<file path="src/rtl/uvs_queue.sv">
// short fifo between front and back end
module uvs_queue #(
	parameter int DEPTH = 4,
	parameter int WIDTH = 8,
	localparam int AW = $clog2(DEPTH),
	localparam int CW = $clog2(DEPTH + 1)
) (
	input  logic             clk,
	input  logic             arst_n,
	input  logic             push,
	input  logic [WIDTH-1:0] push_data,
	output logic             full,
	input  logic             pop,
	output logic [WIDTH-1:0] pop_data,
	output logic             empty
);

	logic [WIDTH-1:0] mem_q [DEPTH];
	logic [AW-1:0]    wr_q, rd_q;
	logic [CW-1:0]    cnt_q;

	assign full     = cnt_q == CW'(DEPTH);
	assign empty    = cnt_q == '0;
	assign pop_data = mem_q[rd_q];

	always_ff @(posedge clk or negedge arst_n) begin
		if (!arst_n) begin
			wr_q  <= '0;
			rd_q  <= '0;
			cnt_q <= '0;
		end else begin
			if (push)
				wr_q <= (wr_q == AW'(DEPTH - 1)) ? '0 : wr_q + 1'b1;
			if (pop)
				rd_q <= (rd_q == AW'(DEPTH - 1)) ? '0 : rd_q + 1'b1;
			if (push && !pop)
				cnt_q <= cnt_q + 1'b1;
			else if (pop && !push)
				cnt_q <= cnt_q - 1'b1;
		end
	end

	always_ff @(posedge clk) begin
		if (push)
			mem_q[wr_q] <= push_data;
	end

endmodule

</file>
<file path="config.mk">
export PLATFORM = sky130hd
export DESIGN_NAME = uvs_queue
export DESIGN_NICKNAME = d
export VERILOG_FILES = /design/src/rtl/uvs_queue.sv
export SDC_FILE = /design/constraint.sdc
export NUM_CORES = 1
export LEC_CHECK = 0
export BUFFER_PORTS_ARGS = -buffer_cell sky130_fd_sc_hd__buf_2
export CAP_MARGIN = 0
export CORE_MARGIN = 2
export CORE_UTILIZATION = 50
export DETAILED_ROUTE_END_ITERATION = 8
export PLACE_DENSITY = 0.69
export SETUP_SLACK_MARGIN = 0.05
export SLEW_MARGIN = 20
export SYNTH_ARGS = -nofsm -noshare
export SYNTH_HDL_FRONTEND = slang
export SYNTH_SLANG_ARGS = --single-unit
</file>
<file path="constraint.sdc">
create_clock -name clk -period 1.8 [get_ports clk]
set_clock_uncertainty 0.15 [all_clocks]
set_input_delay 0 -clock clk [delete_from_list [all_inputs] [get_ports clk]]
set_output_delay 0 -clock clk [all_outputs]
set_load 0.05 [all_outputs]
</file>
==> results.cfg <==
[route]
vias_per_cell = 4.85
first_pass_iters = 4
ant_nets = 0
totalWireLength_um = 2370
drc = 0
wl_per_cell_um = 14.4
num_vias = 795
drtIter0Drc = 28

[final_layout]
regArea_um2 = 1140
drive_above_1_share_pct = 34.2
areaGrowthSynthToFinish_pct = 25.2
antenna_cells = 0
final_nets = 138
multi_input_area_um2 = 405
fill_cells = 223

[floorplan]
rows = 20
ios = 22
start_util_pct = 51.8
die_area_um2 = 3600
fp.dieH_um = 60.0
core-area_um2 = 3030
die_width_um = 60.0

[sta]
max_freq_mhz = 580
post-route-period-util_pct = 95.8
tightestPinTransition_ns = 0.442
hold_slack_ns = 0.268
slew_violations = 0
slew_headroom_pct = 70.5
hold_viol = 0
fin_crit_ns = 1.72
rsz0062_at_grt = yes
fin_tns_setup_ns = 0
setup-violations-final = 0

[worst_hold_path]
min_from = push_data[4]
hold_class = in -> reg

[pwr]
power_density_nw_per_um2 = 1570
peakVddDrop_mv = 0.802
p_leak_nw = 0.740

[setup_path]
crit_required_ns = 1.65
setup.worst_path.start_class = flop
end_kind = output port
crit_start = rd_q[0]
reg2reg_from = wr_q[0]
cp_data_arrival_time_ns = 1.57
criticalPathCategory = reg -> out
crit_fanout = 8

[global_route]
grt_max_degree = 12
grt_overflow = 0
first_global_vias = 851
track_usage_pct = 16.0
antenna_found_initial = 0
grt_pass1_wl_um = 3850

[yosys]
synthTopCellsByArea = edfxtp_1 61%, mux4_2 11%, dfrtp_1 11%
synthCells = 79
synth_edf_count = 32
yosys-top-cells-count = 32 x edfxtp_1, 8 x mux4_2, 7 x dfrtp_1
synth.top_cell.area_share_pct = 61.3
yosysMostFrequentCell = edfxtp_1
yosysTopAreaCell = edfxtp_1
ys.flop_type = edfxtp_1
synth.avg_cell_area_um2 = 19.8
syn-cell-area_um2 = 1570
synth_nets = 98
yosys_warnings = 0
ys_seq_area_share_pct = 72.5
synth_seq_cells = 39
async_flop_share_pct = 17.9
synth_cell_types = 18

[cts]
cts.clk_slew.worst_paths_ns = 0.10
cts_tree = done
cts_inserted_buffers = 5
ctsLongestPathBuffers = 2
ctsRootBufferMaster = clkbuf_4
worst_skew_pair.late_latency_ns = 0.32
cts_htree_levels = 2
clkSinkCount = 39

[flow_run]
maxCapViolations = 0

[outcome]
status = completed

[placement]
place_congestion = 0.614
hpwl_um = 1620
port_buffers = 21
critical path, cell delays in order (launching register included):
cell,delay [ns]
dfrtp_1,0.41
buf_12,0.16
mux4_2,0.51
buf_6,0.17
flip-flops by register name, summed over array words and instances (netlist names):
signal and flops:
cnt_q 3, wr_q 2, mem_q 32, rd_q 2
path summary, 6_finish.rpt:
path	slack, ns	end	depth (start not counted)
max in group asynchronous	0.81	wr_q[0]	3
worst min register to register	0.35	cnt_q[2]	1
min in group asynchronous	0.46	cnt_q[1]	3
worst max-delay path	0.08	pop_data[1]	3
worst max register to register	0.28	mem_q[2][7]	3
worst min-delay path	0.27	mem_q[3][4]	2
per-layer routing:
layer	routed length (µm)	part of all wire [%]	global-route usage (%)
met2	1270	53	27.3
met3	109	4.6	6.71
met4	10	0.42	5.71
met1	984	42	18.0
met5	0	0	0
cell usage in the layout, fill, tap and decap left out:
| cell type | netlist | routed |
|---|---|---|
| a21o_2 | 1 | 1 |
| and2_1 | 4 | 4 |
| buf_12 | 0 | 1 |
| buf_2 | 1 | 13 |
| buf_4 | 0 | 1 |
| buf_6 | 1 | 8 |
| clkbuf_1 | 0 | 3 |
| clkbuf_4 | 0 | 5 |
| dfrtp_1 | 7 | 7 |
| dlygate4sd3_1 | 0 | 12 |
| edfxtp_1 | 32 | 32 |
| fa_2 | 0 | 1 |
| ha_1 | 6 | 5 |
| ha_2 | 0 | 1 |
| inv_1 | 4 | 4 |
| mux2_2 | 2 | 2 |
| mux4_2 | 8 | 8 |
| nand2_1 | 2 | 2 |
| nor2_1 | 2 | 2 |
| nor3_1 | 2 | 2 |
| nor3b_1 | 1 | 1 |
| o21ai_0 | 2 | 2 |
| xnor2_1 | 1 | 1 |
| xor2_1 | 2 | 2 |
report_power, final:
group / switching [mW] / internal, mW
sequential: 0.145 / 1.18
combinational: 0.772 / 0.584
clock: 0.243 / 0.156
total: 1.16 / 1.92
cell families after synthesis:
family | Yosys count | share of synthesized area [%]
AO/OA/AOI/OAI | 3 | 1.20
XOR/XNOR | 3 | 1.68
adder cells (fa/ha/maj) | 7 | 6.07
buffers and inverters | 6 | 1.99
flip-flops | 39 | 72.5
multiplexers | 10 | 12.9
AND/OR/NAND/NOR | 11 | 3.67
stage by stage:
stage	setup slack (ns)	cell area [µm²]	power (mW)	std cells	util, %
floorplan	0.0686	1570	2.26	79	-
global placement	0.302	1730	2.50	143	57.2
detailed placement	0.251	1730	2.53	143	57.2
CTS	0.0535	1950	3.08	164	64.3
global route	0.00725	1960	3.28	164	64.8
finish	0.0765	1960	3.08	164	64.8
cell type report:
cell class / instances / area share (%)
sequential: 39 / 57.9
multi-input combinational: 34 / 20.7
inverter: 4 / 0.765
timing repair buffer: 35 / 15.4
clock buffer: 8 / 2.49
tap: 44 / 2.80
timing repair:
item | 4_1_cts | 5_1_grt
setup endpoints to repair | 8 | 9
gates resized for setup | 13 | 5
endpoints found under the hold margin | 43 | 0
setup buffers | 1 | 0
pin swaps | 0 | 2
hold buffers | 12 | 0
(Power assumes the default switching activity.)
