$ cat config.mk
export PLATFORM = sky130hd
export DESIGN_NAME = uvs_recip
export DESIGN_NICKNAME = d
export VERILOG_FILES = /design/src/rtl/uvs_pkg.sv /design/src/rtl/uvs_recip.sv
export SDC_FILE = /design/constraint.sdc
export NUM_CORES = 1
export LEC_CHECK = 0
export ABC_AREA = 0
export BUFFER_PORTS_ARGS = -buffer_cell sky130_fd_sc_hd__buf_2
export CORE_MARGIN = 2
export CORE_UTILIZATION = 50
export DETAILED_ROUTE_END_ITERATION = 10
export GPL_TIMING_DRIVEN = 0
export HOLD_SLACK_MARGIN = 0.05
export PLACE_DENSITY = 0.77
export SLEW_MARGIN = 20
export SYNTH_ARGS = -nofsm -noshare
export SYNTH_HDL_FRONTEND = slang
export SYNTH_SLANG_ARGS = --single-unit
$ cat constraint.sdc
create_clock -name clk -period 7.3 [get_ports clk]
set_input_delay 0.73 -clock clk [delete_from_list [all_inputs] [get_ports clk]]
set_output_delay 0.73 -clock clk [all_outputs]
set_load 0.02 [all_outputs]
$ cat src/rtl/uvs_pkg.sv
// package: types, constants and tables of the uv sphere vertex generator
package uvs_pkg;

	localparam int MAX_SLICES_DEF    = 256;
	localparam int CORDIC_STAGES_DEF = 16;
	localparam int MIN_SLICES        = 4;
	localparam int IDX_W             = 9;
	localparam int BAND_W            = 7;
	localparam int ANG_W             = 32;
	localparam int TRIG_W            = 32;
	localparam int TEX_W             = 17;
	localparam int POS_W             = 32;
	localparam int NRM_W             = 16;
	localparam int RAD_W             = 24;
	localparam int SLC_W             = 9;
	localparam int CFG_IDX_W         = 3;
	localparam int CFG_DATA_W        = 32;
	localparam int QUEUE_DEPTH       = 4;
	localparam int Q0_W              = 31;
	localparam int P_W               = IDX_W + Q0_W;
	localparam int DIV_STEPS         = 33;
	localparam int CNT_W             = 6;

	localparam logic signed [TRIG_W-1:0] CORDIC_GAIN  = 32'sd652032874;
	localparam logic [ANG_W-1:0]         QUARTER_TURN = 32'h4000_0000;
	localparam logic [TEX_W-1:0]         TEX_ONE      = 17'h10000;

	typedef enum logic [CFG_IDX_W-1:0] {
		REG_CENTER_X,
		REG_CENTER_Y,
		REG_CENTER_Z,
		REG_RADIUS,
		REG_SLICES
	} cfg_reg_t;

	typedef struct packed {
		logic [BAND_W-1:0] band;
		logic [IDX_W-1:0]  column;
	} item_t;

	typedef struct packed {
		logic signed [POS_W-1:0] pos_x;
		logic signed [POS_W-1:0] pos_y;
		logic signed [POS_W-1:0] pos_z;
		logic signed [NRM_W-1:0] normal_x;
		logic signed [NRM_W-1:0] normal_y;
		logic signed [NRM_W-1:0] normal_z;
		logic [TEX_W-1:0]        tex_u;
		logic [TEX_W-1:0]        tex_v;
		logic                    is_last;
		logic                    bad_index;
	} vertex_t;

	// carried alongside the longitude rotation
	typedef struct packed {
		logic [ANG_W-1:0] ang_hi;
		logic [ANG_W-1:0] ang_lo;
		logic [TEX_W-1:0] tex_u;
		logic [TEX_W-1:0] tex_v_hi;
		logic [TEX_W-1:0] tex_v_lo;
		logic             bad;
	} fsb_t;

	typedef struct packed {
		logic signed [TRIG_W-1:0] clon;
		logic signed [TRIG_W-1:0] slon;
		fsb_t                     sb;
	} qent_t;

	// carried alongside the latitude rotation
	typedef struct packed {
		logic signed [TRIG_W-1:0] clon;
		logic signed [TRIG_W-1:0] slon;
		logic [TEX_W-1:0]         tex_u;
		logic [TEX_W-1:0]         tex_v;
		logic                     is_last;
		logic                     bad;
	} bsb_t;

	// arctangent of 2^-i in 2^-32 turn units
	function automatic logic [ANG_W-1:0] atan_turn(input int i);
		logic [ANG_W-1:0] a;
		case (i)
			0:  a = 32'h20000000;
			1:  a = 32'h12E4051E;
			2:  a = 32'h09FB385B;
			3:  a = 32'h051111D4;
			4:  a = 32'h028B0D43;
			5:  a = 32'h0145D7E1;
			6:  a = 32'h00A2F61E;
			7:  a = 32'h00517C55;
			8:  a = 32'h0028BE53;
			9:  a = 32'h00145F2F;
			10: a = 32'h000A2F98;
			11: a = 32'h000517CC;
			12: a = 32'h00028BE6;
			13: a = 32'h000145F3;
			14: a = 32'h0000A2FA;
			15: a = 32'h0000517D;
			16: a = 32'h000028BE;
			17: a = 32'h0000145F;
			18: a = 32'h00000A30;
			19: a = 32'h00000518;
			20: a = 32'h0000028C;
			21: a = 32'h00000146;
			22: a = 32'h000000A3;
			23: a = 32'h00000051;
			default: a = '0;
		endcase
		return a;
	endfunction

endpackage

$ cat src/rtl/uvs_recip.sv
// serial divider forming the turn-per-slice constants for the current slice count
module uvs_recip import uvs_pkg::*; #(
	parameter int MAX_SLICES = MAX_SLICES_DEF,
	localparam int NW = $clog2(MAX_SLICES + 1),
	localparam int S  = IDX_W + 2 * NW,
	localparam int MW = S - 1
) (
	input  logic            clk,
	input  logic            arst_n,
	input  logic            start,
	input  logic [NW-1:0]   n,
	output logic            busy,
	output logic [Q0_W-1:0] q0,
	output logic [NW-1:0]   r0,
	output logic [MW-1:0]   m
);

	logic                 busy_q;
	logic [CNT_W-1:0]     cnt_q;
	logic [NW-1:0]        rem_q;
	logic [DIV_STEPS-1:0] quo_q;
	logic [NW:0]          rem_sh;
	logic                 ge;
	logic [NW:0]          rem_nx;
	logic                 pow2;

	assign rem_sh = {rem_q, cnt_q == '0};
	assign ge     = rem_sh >= {1'b0, n};
	assign rem_nx = ge ? rem_sh - {1'b0, n} : rem_sh;

	always_ff @(posedge clk or negedge arst_n) begin
		if (!arst_n) begin
			busy_q <= 1'b1;
			cnt_q  <= '0;
			rem_q  <= '0;
		end else if (start) begin
			busy_q <= 1'b1;
			cnt_q  <= '0;
			rem_q  <= '0;
		end else if (busy_q) begin
			if (cnt_q != CNT_W'(DIV_STEPS)) begin
				rem_q <= rem_nx[NW-1:0];
				cnt_q <= cnt_q + 1'b1;
			end else begin
				busy_q <= 1'b0;
			end
		end
	end

	always_ff @(posedge clk) begin
		if (busy_q && !start && cnt_q != CNT_W'(DIV_STEPS))
			quo_q <= {quo_q[DIV_STEPS-2:0], ge};
	end

	assign pow2 = (n & (n - 1'b1)) == '0;
	assign busy = busy_q;
	assign q0   = quo_q[Q0_W-1:0];
	assign r0   = rem_q;
	assign m    = MW'(quo_q[Q0_W-1:0] >> (32 - S)) + MW'(!pow2);

endmodule

==> flow_summary.json <==
{
  "outcome": "finished clean",
  "nets": 379,
  "grt_pass1_wl_mm": 10.1,
  "gp_congestion": 0.816,
  "synth_area_per_cell_sq_um": 10.4,
  "dpl.hpwl_mm": 4.71,
  "holdWs_ps": 340,
  "fin_area_sq_um": 3360,
  "ys.flop_type": "edfxtp_1",
  "synth.cell_area_sq_um": 2800,
  "diodes": 0,
  "place_area_sq_um": 3270,
  "yosysUniqueCellTypes": 50,
  "timing.fmax_ghz": 0.247,
  "tightest_slew_ps": 625,
  "drtIter0Drc": 191,
  "initial_core_util": 0.514,
  "nFillCells": 465,
  "cp_data_arrival_time_ps": 3330,
  "cts_buffers": 5,
  "drt_wl_total_mm": 6.16,
  "dr.pass1.iters": 4,
  "cts.sinks": 47,
  "die_area_sq_um": 6210,
  "cts_tree": "yes",
  "async_flop_share": 0.340,
  "layout-drive-gt1-share": 0.263,
  "min_path_type": "in -> async",
  "final_cells": 425,
  "post-route-period-util": 0.556,
  "start_kind": "input port",
  "io_buffers": 77,
  "antenna_found_initial": 0,
  "postCtsResizedCells": 0,
  "clk_pin_slew_worst_paths_ps": 80,
  "place_ws_ps": 3190,
  "timing.rr.start": "cnt_q[2]",
  "crit_type": "in -> out",
  "cts_setup_buffers": 0,
  "dr_total_vias": 2376,
  "synth_nets": 295,
  "rsz0062_at_grt": "no",
  "min_period_ps": 4060,
  "cts_max_level": 2,
  "route.detailed.wl_per_inst_um": 14.5,
  "grt_usage": 0.203,
  "relSlewSlack": 0.583,
  "rows": 27,
  "synth_edf_count": 31,
  "grt_overflow_total": 0,
  "vdd.ir_drop.worst_uv": 155,
  "finalHoldViolCount": 0,
  "p_per_area_nw_per_um2": 262,
  "crit_fanout": 9,
  "seq_area_frac_synth": 0.476,
  "leakage_uw": 0.00148,
  "yosys_warnings": 0,
  "placedCellCount": 417,
  "die_x_um": 78.8,
  "clk_path_buf_depth": 2,
  "grt_max_degree": 32,
  "drv_slew": 0,
  "finClkSkew_ps": 9.66,
  "drv_cap": 0,
  "ant_nets": 0,
  "layout_setup_ws_ps": 3240,
  "grt_pass1_vias": 2186,
  "reg2regPathDepth": 10,
  "cts_hold_buf": 0,
  "crit_path_end_kind": "primary output",
  "cts-root-buf": "clkbuf_8",
  "worst_r2r_endpoint": "r0[5]",
  "drc": 0,
  "netlist_instances": 268,
  "clkLatencyLatePin_ps": 300,
  "die_y_um": 78.8,
  "rrSetupSlack_ps": 4410,
  "setup_viol": 0,
  "cp.required_ps": 6570,
  "ys_ff_latch": 47,
  "drt-vias-per-instance": 5.59,
  "tns_ps": 0,
  "area_delta_synth_final_pct": 20.2,
  "ios": 79,
  "core-area_sq_um": 5440
}
==> logic make-up (layout without fill, tap and decap cells) <==
logic type | after synthesis | in the layout | synth area share
simple gates | 103 | 103 | 0.188
flops | 47 | 47 | 0.476
compound gates | 44 | 44 | 0.120
xor+xnor | 32 | 32 | 0.100
buf+inv | 24 | 109 | 0.0353
fa+ha+maj | 17 | 17 | 0.0769
mux | 1 | 1 | 0.00358
==> worst max-delay path, cell delays in order <==
cell	delay, ps
buf_2	130
maj3_1	160
nor2_1	40
a31oi_1	180
nor2_1	60
o22ai_1	260
ha_1	250
nand2_1	90
nor2_1	500
nand3_2	280
nor3_1	300
xor2_1	170
buf_2	180
==> through the flow <==
stage	total power (uW)	util
detailed placement	729	0.602
finish	880	0.618
global route	936	0.618
CTS	882	0.618
floorplan	627	-
global placement	723	0.602
==> worst max-delay path by stage <==
stage | start | end | slack [ps]
finish | n[1] | m[23] | 3240
global route | n[1] | m[24] | 2810
CTS | n[1] | m[23] | 3200
detailed placement | n[1] | m[23] | 3190
global placement | n[1] | m[24] | 3270
floorplan | n[0] | m[22] | 3820
==> cell usage after synthesis (2+ instances only) <==
cell,n,area [sq um]
dfrtp_1,15,375
xnor2_1,23,201
or3_1,2,12.5
and4_1,2,17.5
and3b_1,2,17.5
nor2_1,31,116
o21ai_0,5,25.0
ha_1,14,175
a21o_1,3,22.5
and3_1,4,25.0
a211oi_1,2,15.0
maj3_1,2,20.0
a211o_1,6,52.6
nor2b_1,3,18.8
nor3_1,4,20.0
nor3b_1,2,15.0
nand4_1,10,62.6
nand3_1,15,75.1
edfxtp_1,31,931
a31oi_1,5,31.3
a21oi_1,5,25.0
nand2_1,17,63.8
nand2b_1,4,25.0
xor2_1,9,78.8
inv_1,17,63.8
a311oi_1,6,52.6
a32o_1,2,20.0
o22ai_1,2,12.5
clkbuf_1,4,15.0
==> placed cells by master (no fill, tap or decap), types with 2 or more instances in the layout <==
cell      synthesis  routed
nand2b_1          4       4
nor2b_1           3       3
ha_1             14      14
a311oi_1          6       6
a21oi_1           5       5
a211o_1           6       6
and3b_1           2       2
a21o_1            3       3
clkbuf_8          0       5
and3_1            4       4
clkbuf_1          4       4
edfxtp_1         31      31
nor2_1           31      31
nand3_1          15      15
a211oi_1          2       2
o21ai_0           5       5
inv_1            17      16
and4_1            2       2
nor3_1            4       4
a32o_1            2       2
o22ai_1           2       2
xor2_1            9       9
a31oi_1           5       5
nor3b_1           2       2
xnor2_1          23      23
or3_1             2       2
dfrtp_1          15      15
nand2_1          17      17
nand4_1          10      10
buf_2             1      78
maj3_1            2       2
==> layer usage <==
metal / share of wire / vias to the layer above / global-route usage
met2: 0.48 / 81 / 0.351
met1: 0.45 / 1136 / 0.264
met3: 0.057 / 6 / 0.0352
met4: 0.010 / 0 / 0.0544
met5: 0 / - / 0
li1: - / 1153 / -
==> flip-flops by register name (all words and copies together), names as in the netlist <==
register  count
quo_q        31
busy          1
r0            9
cnt_q         6
==> final cells by class <==
class	count	area [sq um]	share of cell area
Buffer	7	35.0	0.0104
Clock inverter	3	20.0	0.00595
Sequential cell	47	1330	0.396
Tap cell	72	90.1	0.0268
Timing Repair Buffer	77	385	0.115
Multi-Input combinational cell	197	1370	0.406
Inverter	17	63.8	0.0190
Clock buffer	5	68.8	0.0205
==> report_power, final <==
group	switching (uW)	internal, uW	total, uW	leakage (uW)
Sequential	39.4	323	363	0.000519
Combinational	219	145	363	0.000919
Clock	86.6	66.8	153	0.0000418
Power figures use the tool's default switching activity.
